**src/rtl/fqs_pkg.sv**
```systemverilog
// Shared types and codes for the searchable FIFO queue.
// No dependencies; used by fqs_cell, fqs_encode and the top level.
package fqs_pkg;

    localparam int DATA_W = 32;
    localparam int OUT_W  = 5;

    typedef enum logic [1:0] {
        OP_PUSH   = 2'd0,
        OP_REMOVE = 2'd1,
        OP_FIND   = 2'd2,
        OP_NOP    = 2'd3
    } opcode_t;

    typedef enum logic [2:0] {
        ST_OK       = 3'd0,
        ST_FULL     = 3'd1,
        ST_EMPTY    = 3'd2,
        ST_NOTHEAD  = 3'd3,
        ST_NOTFOUND = 3'd4
    } status_t;

    // Command broadcast to every cell of the chain.
    typedef struct packed {
        logic push;
        logic pop;
    } cell_ctl_t;

endpackage

```
**src/rtl/fqs_cell.sv**
```systemverilog
// One storage cell of the queue chain: holds one entry, takes its neighbor's
// entry on a remove, and compares its entry against the search key.
// Depends on fqs_pkg.
module fqs_cell #(
    parameter int IDX = 0,
    parameter int CW  = 5
) (
    input  logic                              aclk,
    input  fqs_pkg::cell_ctl_t                ctl,
    input  logic [CW-1:0]                     count,
    input  logic signed [fqs_pkg::DATA_W-1:0] push_data,
    input  logic signed [fqs_pkg::DATA_W-1:0] next_entry,
    input  logic signed [fqs_pkg::DATA_W-1:0] key,
    output logic signed [fqs_pkg::DATA_W-1:0] entry,
    output logic                              match
);
    import fqs_pkg::*;

    logic signed [DATA_W-1:0] entry_reg;
    logic                     occupied;
    logic                     is_tail;

    assign occupied = CW'(IDX) < count;
    assign is_tail  = CW'(IDX) == count;

    // A push and a remove never arrive together.
    always_ff @(posedge aclk) begin
        if (ctl.push && is_tail) begin
            entry_reg <= push_data;
        end else if (ctl.pop) begin
            entry_reg <= next_entry;
        end
    end

    assign entry = entry_reg;
    assign match = occupied && (entry_reg == key);

endmodule

```
**src/rtl/fqs_encode.sv**
```systemverilog
// First-match encoder: turns the registered match vector of the cell chain
// into the 1-based position of the lowest set bit, or 0 if none is set.
// Depends on fqs_pkg.
module fqs_encode #(
    parameter int DEPTH = 16,
    parameter int CW    = 5
) (
    input  logic [DEPTH-1:0] match_vec,
    output logic [CW-1:0]    position
);
    import fqs_pkg::*;

    logic [DEPTH-1:0] first_hot;

    // Two's complement trick isolates the lowest set bit.
    assign first_hot = match_vec & (~match_vec + DEPTH'(1));

    always_comb begin
        logic [CW-1:0] idx;
        position = '0;
        for (int i = 0; i < DEPTH; i++) begin
            idx = CW'(i + 1);
            if (first_hot[i]) begin
                position = position | idx;
            end
        end
    end

endmodule

```
**src/rtl/fifo_queue_with_search_top.sv**
```systemverilog
// Searchable FIFO queue built as a chain of shifting cells.
// Pipeline: two register stages, st_* then out_*; m_valid rises when a result reaches out_*.
// Throughput: one request per cycle unless m_valid is held with m_ready low; every cell
// compares and shifts in the same cycle, and the first-match encoder sits in the second stage.
// Reset (aresetn, synchronous, active low) empties the queue and drops results
// in flight; stored entries are not cleared, the fill count masks them.
module fifo_queue_with_search_top #(
    parameter int DEPTH = 16
) (
    input  logic                              aclk,
    input  logic                              aresetn,
    input  logic                              s_valid,
    output logic                              s_ready,
    input  logic [1:0]                        s_opcode,
    input  logic signed [fqs_pkg::DATA_W-1:0] s_value,
    output logic                              m_valid,
    input  logic                              m_ready,
    output logic [2:0]                        m_status,
    output logic [fqs_pkg::OUT_W-1:0]         m_position,
    output logic [fqs_pkg::OUT_W-1:0]         m_count,
    output logic                              m_is_full,
    output logic                              m_is_empty
);
    import fqs_pkg::*;

    localparam int CW = $clog2(DEPTH + 1);

    logic                     advance;
    logic                     accept;
    opcode_t                  op;
    logic                     is_full;
    logic                     is_empty;
    logic                     do_push;
    logic                     do_pop;
    cell_ctl_t                ctl;
    status_t                  status_s1;
    logic signed [DATA_W-1:0] entry_w [DEPTH];
    logic [DEPTH-1:0]         match_w;
    logic [CW-1:0]            pos_w;

    logic [CW-1:0]    count_reg,    count_next;
    logic             st_valid_reg;
    status_t          st_status_reg;
    logic             st_find_reg;
    logic [DEPTH-1:0] st_match_reg;
    logic [CW-1:0]    st_count_reg;

    logic                 out_valid_reg;
    status_t              out_status_reg;
    logic [OUT_W-1:0]     out_pos_reg;
    logic [OUT_W-1:0]     out_count_reg;
    logic                 out_full_reg;
    logic                 out_empty_reg;
    logic [CW+OUT_W-1:0]  pos_ext;
    logic [CW+OUT_W-1:0]  count_ext;
    status_t              status_s2;

    // Both stages move together whenever the output register can take a result.
    assign advance = !out_valid_reg || m_ready;
    assign s_ready = advance;
    assign accept  = s_valid && s_ready;
    assign op      = opcode_t'(s_opcode);

    assign is_full  = count_reg == CW'(DEPTH);
    assign is_empty = count_reg == '0;

    always_comb begin
        do_push    = 1'b0;
        do_pop     = 1'b0;
        status_s1  = ST_OK;
        count_next = count_reg;
        case (op)
            OP_PUSH: begin
                if (is_full) begin
                    status_s1 = ST_FULL;
                end else begin
                    do_push    = accept;
                    count_next = count_reg + CW'(1);
                end
            end
            OP_REMOVE: begin
                if (is_empty) begin
                    status_s1 = ST_EMPTY;
                end else if (!match_w[0]) begin
                    status_s1 = ST_NOTHEAD;
                end else begin
                    do_pop     = accept;
                    count_next = count_reg - CW'(1);
                end
            end
            OP_FIND: status_s1 = ST_OK;
            OP_NOP:  status_s1 = ST_OK;
            default: status_s1 = ST_OK;
        endcase
    end

    assign ctl.push = do_push;
    assign ctl.pop  = do_pop;

    for (genvar i = 0; i < DEPTH; i++) begin : g_cell
        logic signed [DATA_W-1:0] next_w;
        if (i == DEPTH - 1) begin : g_last
            assign next_w = entry_w[i];
        end else begin : g_mid
            assign next_w = entry_w[i+1];
        end
        fqs_cell #(
            .IDX (i),
            .CW  (CW)
        ) u_cell (
            .aclk       (aclk),
            .ctl        (ctl),
            .count      (count_reg),
            .push_data  (s_value),
            .next_entry (next_w),
            .key        (s_value),
            .entry      (entry_w[i]),
            .match      (match_w[i])
        );
    end

    always_ff @(posedge aclk) begin
        if (!aresetn) begin
            count_reg    <= '0;
            st_valid_reg <= 1'b0;
        end else begin
            if (accept) begin
                count_reg <= count_next;
            end
            if (advance) begin
                st_valid_reg <= accept;
            end
        end
    end

    always_ff @(posedge aclk) begin
        if (advance) begin
            st_status_reg <= status_s1;
            st_find_reg   <= op == OP_FIND;
            st_match_reg  <= match_w;
            st_count_reg  <= count_next;
        end
    end

    fqs_encode #(
        .DEPTH (DEPTH),
        .CW    (CW)
    ) u_encode (
        .match_vec (st_match_reg),
        .position  (pos_w)
    );

    always_comb begin
        status_s2 = st_status_reg;
        pos_ext   = '0;
        if (st_find_reg) begin
            pos_ext = {{OUT_W{1'b0}}, pos_w};
            if (pos_w == '0) begin
                status_s2 = ST_NOTFOUND;
            end
        end
    end

    assign count_ext = {{OUT_W{1'b0}}, st_count_reg};

    always_ff @(posedge aclk) begin
        if (!aresetn) begin
            out_valid_reg <= 1'b0;
        end else if (advance) begin
            out_valid_reg <= st_valid_reg;
        end
    end

    always_ff @(posedge aclk) begin
        if (advance) begin
            out_status_reg <= status_s2;
            out_pos_reg    <= pos_ext[OUT_W-1:0];
            out_count_reg  <= count_ext[OUT_W-1:0];
            out_full_reg   <= st_count_reg == CW'(DEPTH);
            out_empty_reg  <= st_count_reg == '0;
        end
    end

    assign m_valid    = out_valid_reg;
    assign m_status   = out_status_reg;
    assign m_position = out_pos_reg;
    assign m_count    = out_count_reg;
    assign m_is_full  = out_full_reg;
    assign m_is_empty = out_empty_reg;

    // The fill count never runs past the number of cells.
    a_count_bound: assert property (@(posedge aclk) disable iff (!aresetn)
        count_reg <= CW'(DEPTH))
        else $error("queue count exceeds depth");

    // An accepted push into a queue with room grows it by exactly one.
    a_push_grows: assert property (@(posedge aclk) disable iff (!aresetn)
        do_push |=> count_reg == $past(count_reg) + CW'(1))
        else $error("push did not grow the queue by one");

    // A remove only shifts the chain when the head is occupied.
    a_pop_nonempty: assert property (@(posedge aclk) disable iff (!aresetn)
        do_pop |-> !is_empty && !do_push)
        else $error("remove issued on an empty queue");

    // Only a successful find reports a position.
    a_pos_only_ok: assert property (@(posedge aclk) disable iff (!aresetn)
        out_valid_reg && out_status_reg != ST_OK |-> out_pos_reg == '0)
        else $error("position reported with a failing status");

endmodule
```
**config.mk**
```make
export PLATFORM = sky130hd
export DESIGN_NAME = fifo_queue_with_search_top
export DESIGN_NICKNAME = d
export VERILOG_FILES = /design/src/rtl/fqs_pkg.sv /design/src/rtl/fqs_cell.sv /design/src/rtl/fqs_encode.sv /design/src/rtl/fifo_queue_with_search_top.sv
export SDC_FILE = /design/constraint.sdc
export NUM_CORES = 1
export LEC_CHECK = 0
export BUFFER_PORTS_ARGS = -buffer_cell sky130_fd_sc_hd__buf_2
export CORE_MARGIN = 2
export CORE_UTILIZATION = 50
export CTS_CLUSTER_DIAMETER = 80
export DETAILED_ROUTE_END_ITERATION = 16
export PLACE_DENSITY = 0.66
export SETUP_SLACK_MARGIN = 0.2
export SYNTH_ARGS = -nofsm -noshare
export SYNTH_HDL_FRONTEND = slang
export SYNTH_SLANG_ARGS = --single-unit
```
**constraint.sdc**
```tcl
create_clock -name aclk -period 5.4 [get_ports aclk]
set_input_delay 0 -clock aclk [delete_from_list [all_inputs] [get_ports aclk]]
set_output_delay 0 -clock aclk [all_outputs]
set_load 0.01 [all_outputs]
```
======== Word-level counts from Yosys, hierarchy flattened ========
Index checks and enable logic that the tools add are counted.
W data, S select, Z words.
word-level totals
  bits in registers ....................... 559
  bits of input ports ..................... 38
  output and inout port bits .............. 17
  logic and storage cells ................. 201
operators by class
  add/subtract/negate cells ............... 3
  magnitude comparators ................... 16
  equality and inequality tests ........... 36
  mux-type cells .......................... 61
  bitwise gates (word level) .............. 2
  reductions and logical operators ........ 55
operator list
  cell                     number
  $mux W32                 30
  $eq A32 B32 Y1           16
  $eq A4 B5 Y1 const A     8
  $lt A4 B5 Y1 const A     8
  $logic_and A1 B1 Y1      33
  $mux W4                  8
  $reduce_bool A2 Y1       15
  $eq A3 B5 Y1 const A     4
  $lt A3 B5 Y1 const A     4
  $mux W5                  4
  $mux W3                  6
  $add A16 B1 Y16 const B  1
  $and A16 B16 Y16         1
  $not A16 Y16             1
  $logic_not A5 Y1         3
  $eq A2 B5 Y1 const A     2
  $eq A5 B5 Y1 const B     2
  $lt A1 B5 Y1 const A     2
  $lt A2 B5 Y1 const A     2
  $pmux W5 S2              1
  $pmux W3 S3              1
  $mux W2                  4
  $mux W1                  7
  $add A5 B1 Y5 const B    1
  other kinds (8)          9

======== Logic depth before layout (Yosys ltp) ========
  word-level depth ........................ 22
  mapped depth ............................ 11
  gate-level depth less buffers ........... 8

======== By module ========
A second synthesis with hierarchy kept.
unflattened totals
  cell total of the unflattened synthesis .. 2,007
  area total of the unflattened synthesis .. 31,595.3 sq um
modules (own cells, without submodules)
  module                            instances  cells an instance  area an instance (sq um)  seq. area each (sq um)
  fqs_cell at g_cell[1].u_cell ...  2          115                1,876.8                   960.9
  fqs_cell at g_cell[15].u_cell     1          115                1,899.3                   960.9
  fifo_queue_with_search_top        1          136                1,885.6                   1,311.3
  fqs_cell at g_cell[10].u_cell     1          116                1,884.3                   960.9
  fqs_cell at g_cell[9].u_cell      1          115                1,881.8                   960.9
  fqs_cell at g_cell[12].u_cell     1          116                1,865.5                   960.9
  fqs_cell at g_cell[14].u_cell     1          114                1,863.0                   960.9
  fqs_cell at g_cell[6].u_cell      1          116                1,861.8                   960.9
  fqs_cell at g_cell[4].u_cell      1          116                1,859.3                   960.9
  fqs_cell at g_cell[13].u_cell     1          115                1,855.5                   960.9
  fqs_cell at g_cell[8].u_cell      1          116                1,853.0                   960.9
  fqs_cell at g_cell[0].u_cell      1          114                1,851.8                   960.9
  fqs_cell at g_cell[11].u_cell     1          115                1,848.0                   960.9
  fqs_cell at g_cell[2].u_cell      1          114                1,759.2                   960.9
  3 more rows                       --         --                 --                        --

======== Worst setup path before layout ========
OpenSTA, ideal clock, no wires.
  path kind ............................... register -> register
  start ................................... reg out_valid_reg, in the netlist m_valid
  end ..................................... reg g_cell[14].u_cell.entry_reg[0] (enable)
  setup time .............................. 466 ps
  arrival time ............................ 4,467 ps
  required time ........................... 4,934 ps
  setup slack ............................. 467 ps
  stages on the path, launching flop included .. 7
  buffers on the path ..................... 1
  clock period less this slack ............ 4,933 ps
  path through ............................ dfxtp_1 > nor2b_1 > inv_1 > nand2_1 > or3_1 > buf_2 > o21ai_0
between the ends
  word-level cells in the longest chain between the ends .. 7
  elaborated cells between the ends (all ways) .. 10
  those cells by class .................... mux: 5; reduce/logical: 5
RTL lines
  element                                                line                                                                source
  start, declared                                        fifo_queue_with_search_top.sv:48                                    logic out_valid_reg;
  start signal, assigned                                 fifo_queue_with_search_top.sv:170                                   out_valid_reg <= st_valid_reg;
  $logic_not A1 Y1 *                                     fifo_queue_with_search_top.sv:59                                    assign advance = !out_valid_reg || m_ready;
  $logic_or A1 B1 Y1 *                                   fifo_queue_with_search_top.sv:59
  named net s_ready                                      fifo_queue_with_search_top.sv:13                                    output logic s_ready,
  $logic_and A1 B1 Y1 *                                  fifo_queue_with_search_top.sv:61                                    assign accept = s_valid && s_ready;
  $mux W1, on equally long branches                      fifo_queue_with_search_top.sv:84, fifo_queue_with_search_top.sv:74
  $mux W1, on equally long branches                      fifo_queue_with_search_top.sv:82, fifo_queue_with_search_top.sv:72
  $mux W1 / $logic_and A1 B1 Y1 (equally long branches)  fifo_queue_with_search_top.sv:72, fqs_cell.sv:28
  $reduce_bool A2 Y1 (no source line) *                  --
  end signal, assigned                                   fqs_cell.sv:29                                                      entry_reg <= push_data;
  end signal, assigned                                   fqs_cell.sv:31                                                      entry_reg <= next_entry;
  end, declared                                          fqs_cell.sv:19                                                      logic signed [DATA_W-1:0] entry_reg;
Mark *: on every way through the listed nets, which the timed path passes. The rest lies on a longest branch.
A chain may end at the register's enable or synchronous reset.

======== Final worst setup path ========
  start ................................... reg count_reg[1]
  end ..................................... reg g_cell[13].u_cell.entry_reg[5] (enable)
between the ends
  word-level cells in the longest chain between the ends .. 6
  elaborated cells between the ends (all ways) .. 12
  those cells by class .................... order compare: 1; eq/ne: 2; mux: 5; reduce/logical: 4
RTL lines
  element                                line                               source
  start, declared                        fifo_queue_with_search_top.sv:41   logic [CW-1:0] count_reg, count_next;
  start signal, assigned                 fifo_queue_with_search_top.sv:128  count_reg <= count_next;
  $lt A1 B5 Y1                           fqs_cell.sv:23                     assign occupied = CW'(IDX) < count;
  $logic_and A1 B1 Y1                    fqs_cell.sv:36                     assign match = occupied && (entry_reg == key);
  $mux W1                                fifo_queue_with_search_top.sv:84   end else if (!match_w[0]) begin
  $mux W1                                fifo_queue_with_search_top.sv:82   if (is_empty) begin
  $mux W1                                fifo_queue_with_search_top.sv:72   case (op)
  $reduce_bool A2 Y1 (no source line) *  --
  end signal, assigned                   fqs_cell.sv:29
  end signal, assigned                   fqs_cell.sv:31
  end, declared                          fqs_cell.sv:19
Mark *: on every way between the ends. The rest lies on a longest branch, timed or not.

==> impl_metrics.toml <==
[status]
outcome = "complete, no violations"

[clock_network]
cts_root_buf = "clkbuf_16"
clock_latency_ns = 0.62
clkSlewWorstSetupHoldPaths_ns = 0.06
cts_max_level = 2
clock_sinks = 558
cts_resized = 0
cts_buffers = 59
cts_buffer_depth = 3
cts_tree = "done"

[hold_path]
worstHoldPathType = "in -> reg"

[power_and_ir_drop]
p_int_mw = 7.12
switching_share_pct = 24.0
seqPwrFrac_pct = 51.3
p_comb_share_pct = 8.3
clkPwrFrac_pct = 40.4
total_power_mw = 9.37
p_per_area_nw_per_um2 = 286
power.switching_mw = 2.25
power_leakage_nw = 10.8
vdd_ir_drop_max_mv = 0.286

[detailed_routing]
finalWirelength_um = 90300
num_vias = 18100
first_pass_iters = 5
route.detailed.drc = 0
wl_per_cell_um = 30.3
postRouteAntennaNets = 0
drtIter0Drc = 1696
viasPerCell = 6.10

[worst_setup_path]
end_kind = "flip-flop"
cp_max_fo = 33
crit_path_end = "g_cell[13].u_cell.entry[5]"
critical_path_class = "reg -> reg"
crit_arrival_ns = 4.25
r2r_end = "g_cell[13].u_cell.entry[5]"
cp-start-kind = "flip-flop"
required_ns = 5.65
rr_worst_depth = 8
rr_startpoint = "count_reg[1]"
startpoint = "count_reg[1]"
worst-r2r-setup-slack_ns = 1.41

[timing]
finalSetupViolCount = 0
hold_violations = 0
whs_ns = 0.0378
clock_skew_ns = 0.0378
rsz0062_at_grt = "false"
relSlewSlack_pct = 20.2
max_slew.worst_pin.slew_ns = 1.17
clock.fmax_mhz = 251
setup_tns_ns = 0
fin_ws_ns = 1.41
min_period_over_period_pct = 73.9
drv_slew = 0
min_period_ns = 3.99

[synthesis]
netlist_instances = 2130
synth_cell_types = 56
yosys_warnings = 0
ys_seq_elements = 558
synth_edf_count = 551
ys.flop_type = "edfxtp_1"
avgSynthCellArea_um2 = 13.9
seq_area_frac_synth_pct = 56.2
synth_async_sr_flop_share_pct = 0
synth_area_um2 = 29700
syn_nets = 2173

[die]
row_count = 89
start_util_pct = 50.5
fp.dieW_um = 248
die_h_um = 248
ioPinCount = 55
coreArea_um2 = 58800
dieArea_um2 = 61300

[finish]
nets = 2199
area_growth_pct = 10.3
largest_reg_flops = 512
final.fill_count = 4861
layout-drive-gt1-share_pct = 32.0
final_cell_mix = "edfxtp_1, mux2_2, xor2_1"
layout.cells.most_common = "edfxtp_1"
final_area_um2 = 32700
diodes = 0

[placement]
post-place-ws_ns = 1.51
postPlaceCellArea_um2 = 30900
port_buffers = 54
gp_congestion = 0.911
dp.final_hpwl_um = 62500

[flow_run]
max_cap_viol_count = 0

[global_route]
grt.overflow.total = 0
grt_max_degree = 44
first_global_vias = 18100
antenna_found_initial = 2
grt_pass1_wl_um = 129000
grt_use_total_pct = 29.6
==> metrics by stage <==
step | util [%] | std cells
floorplan | - | 2130
global placement | 52.5 | 2858
detailed placement | 52.5 | 2858
CTS | 55.7 | 2975
global route | 55.7 | 2975
finish | 55.7 | 2975
==> final cells by class <==
class | count | area (µm²) | share of cell area, %
clock inverter | 32 | 179 | 0.547
timing repair buffer | 157 | 1070 | 3.26
inverter | 7 | 26.3 | 0.0803
sequential | 558 | 16700 | 51.0
tap | 773 | 967 | 2.96
multi-input combinational | 1373 | 12200 | 37.4
clock buffer | 75 | 1580 | 4.82
==> critical path, cell delays in order (launching register included) <==
cell,delay (ns)
dfxtp_1,0.64
inv_1,0.21
ha_1,0.33
a311o_1,0.45
or3_1,0.58
nor4_4,0.24
buf_4,0.41
nand2b_1,0.36
buf_4,0.40
==> kinds of logic (layout without fill, tap and decap cells) <==
group                      after synthesis  in the layout  share of synthesized area, %
DFF                                    558            558                          56.2
xor gates and xnor gates               514            514                          15.2
muxes                                  483            483                          18.3
and+or+nand+nor                        306            306                          5.93
buffers and inverters                  199            271                          2.64
AOI/OAI and AO/OA                       65             65                          1.51
adders and majority gates                5              5                         0.211
==> routing by layer <==
layer	routed length (µm)	vias to the layer above	part of all wire [%]	track usage (%)
li1	-	7915	-	-
met1	37400	9239	41	39.6
met2	42500	812	47	48.1
met3	6260	178	6.9	4.52
met4	4040	0	4.5	12.9
met5	0	-	0	0
==> power groups by stage <==
stage,registers [mW],clock network (mW),logic [mW]
2_1_floorplan,4.89,0,0.466
3_5_place_dp,4.90,0,0.753
6_report,4.81,3.79,0.775
5_1_grt,4.81,4.00,0.817
4_1_cts,4.81,3.84,0.763
3_3_place_gp,4.90,0,0.751
==> what timing repair did <==
item                      4_1_cts  5_1_grt
hold endpoints to repair       15        0
hold buffers                   10        0
setup buffers                   0        0
==> cell usage after synthesis, types with 6 or more instances <==
| library cell | n | area (µm²) |
|---|---|---|
| inv_1 | 7 | 26.3 |
| or4_1 | 7 | 52.6 |
| buf_1 | 60 | 225 |
| nand2b_1 | 8 | 50.1 |
| xor2_1 | 267 | 2340 |
| a21oi_1 | 14 | 70.1 |
| nor2_1 | 26 | 97.6 |
| nor3_1 | 19 | 95.1 |
| nor2b_1 | 8 | 50.1 |
| edfxtp_1 | 551 | 16500 |
| and2_1 | 8 | 50.1 |
| nand2_1 | 38 | 143 |
| dfxtp_1 | 7 | 140 |
| nand3_1 | 20 | 100 |
| mux2_2 | 469 | 5280 |
| mux2_1 | 13 | 146 |
| buf_4 | 6 | 45.0 |
| clkbuf_1 | 114 | 428 |
| o21ai_0 | 12 | 60.1 |
| nand4_1 | 70 | 438 |
| buf_2 | 12 | 60.1 |
| xnor2_1 | 247 | 2160 |
| a31oi_1 | 7 | 43.8 |
| nor4_1 | 84 | 526 |
==> worst min path at each step <==
stage / startpoint / slack [ns] / depth (start not counted) / endpoint
finish: s_value[25] / 0.04 / 2 / g_cell[6].u_cell.entry[25]
global route: s_value[25] / 0.02 / 2 / g_cell[5].u_cell.entry[25]
CTS: s_value[25] / 0.003 / 2 / g_cell[5].u_cell.entry[25]
detailed placement: m_ready / 0.37 / 3 / m_valid
global placement: m_ready / 0.36 / 3 / m_valid
floorplan: s_value[0] / 0.1 / 0 / g_cell[15].u_cell.entry[0]
Note: power is estimated with default switching activity, not from simulation.
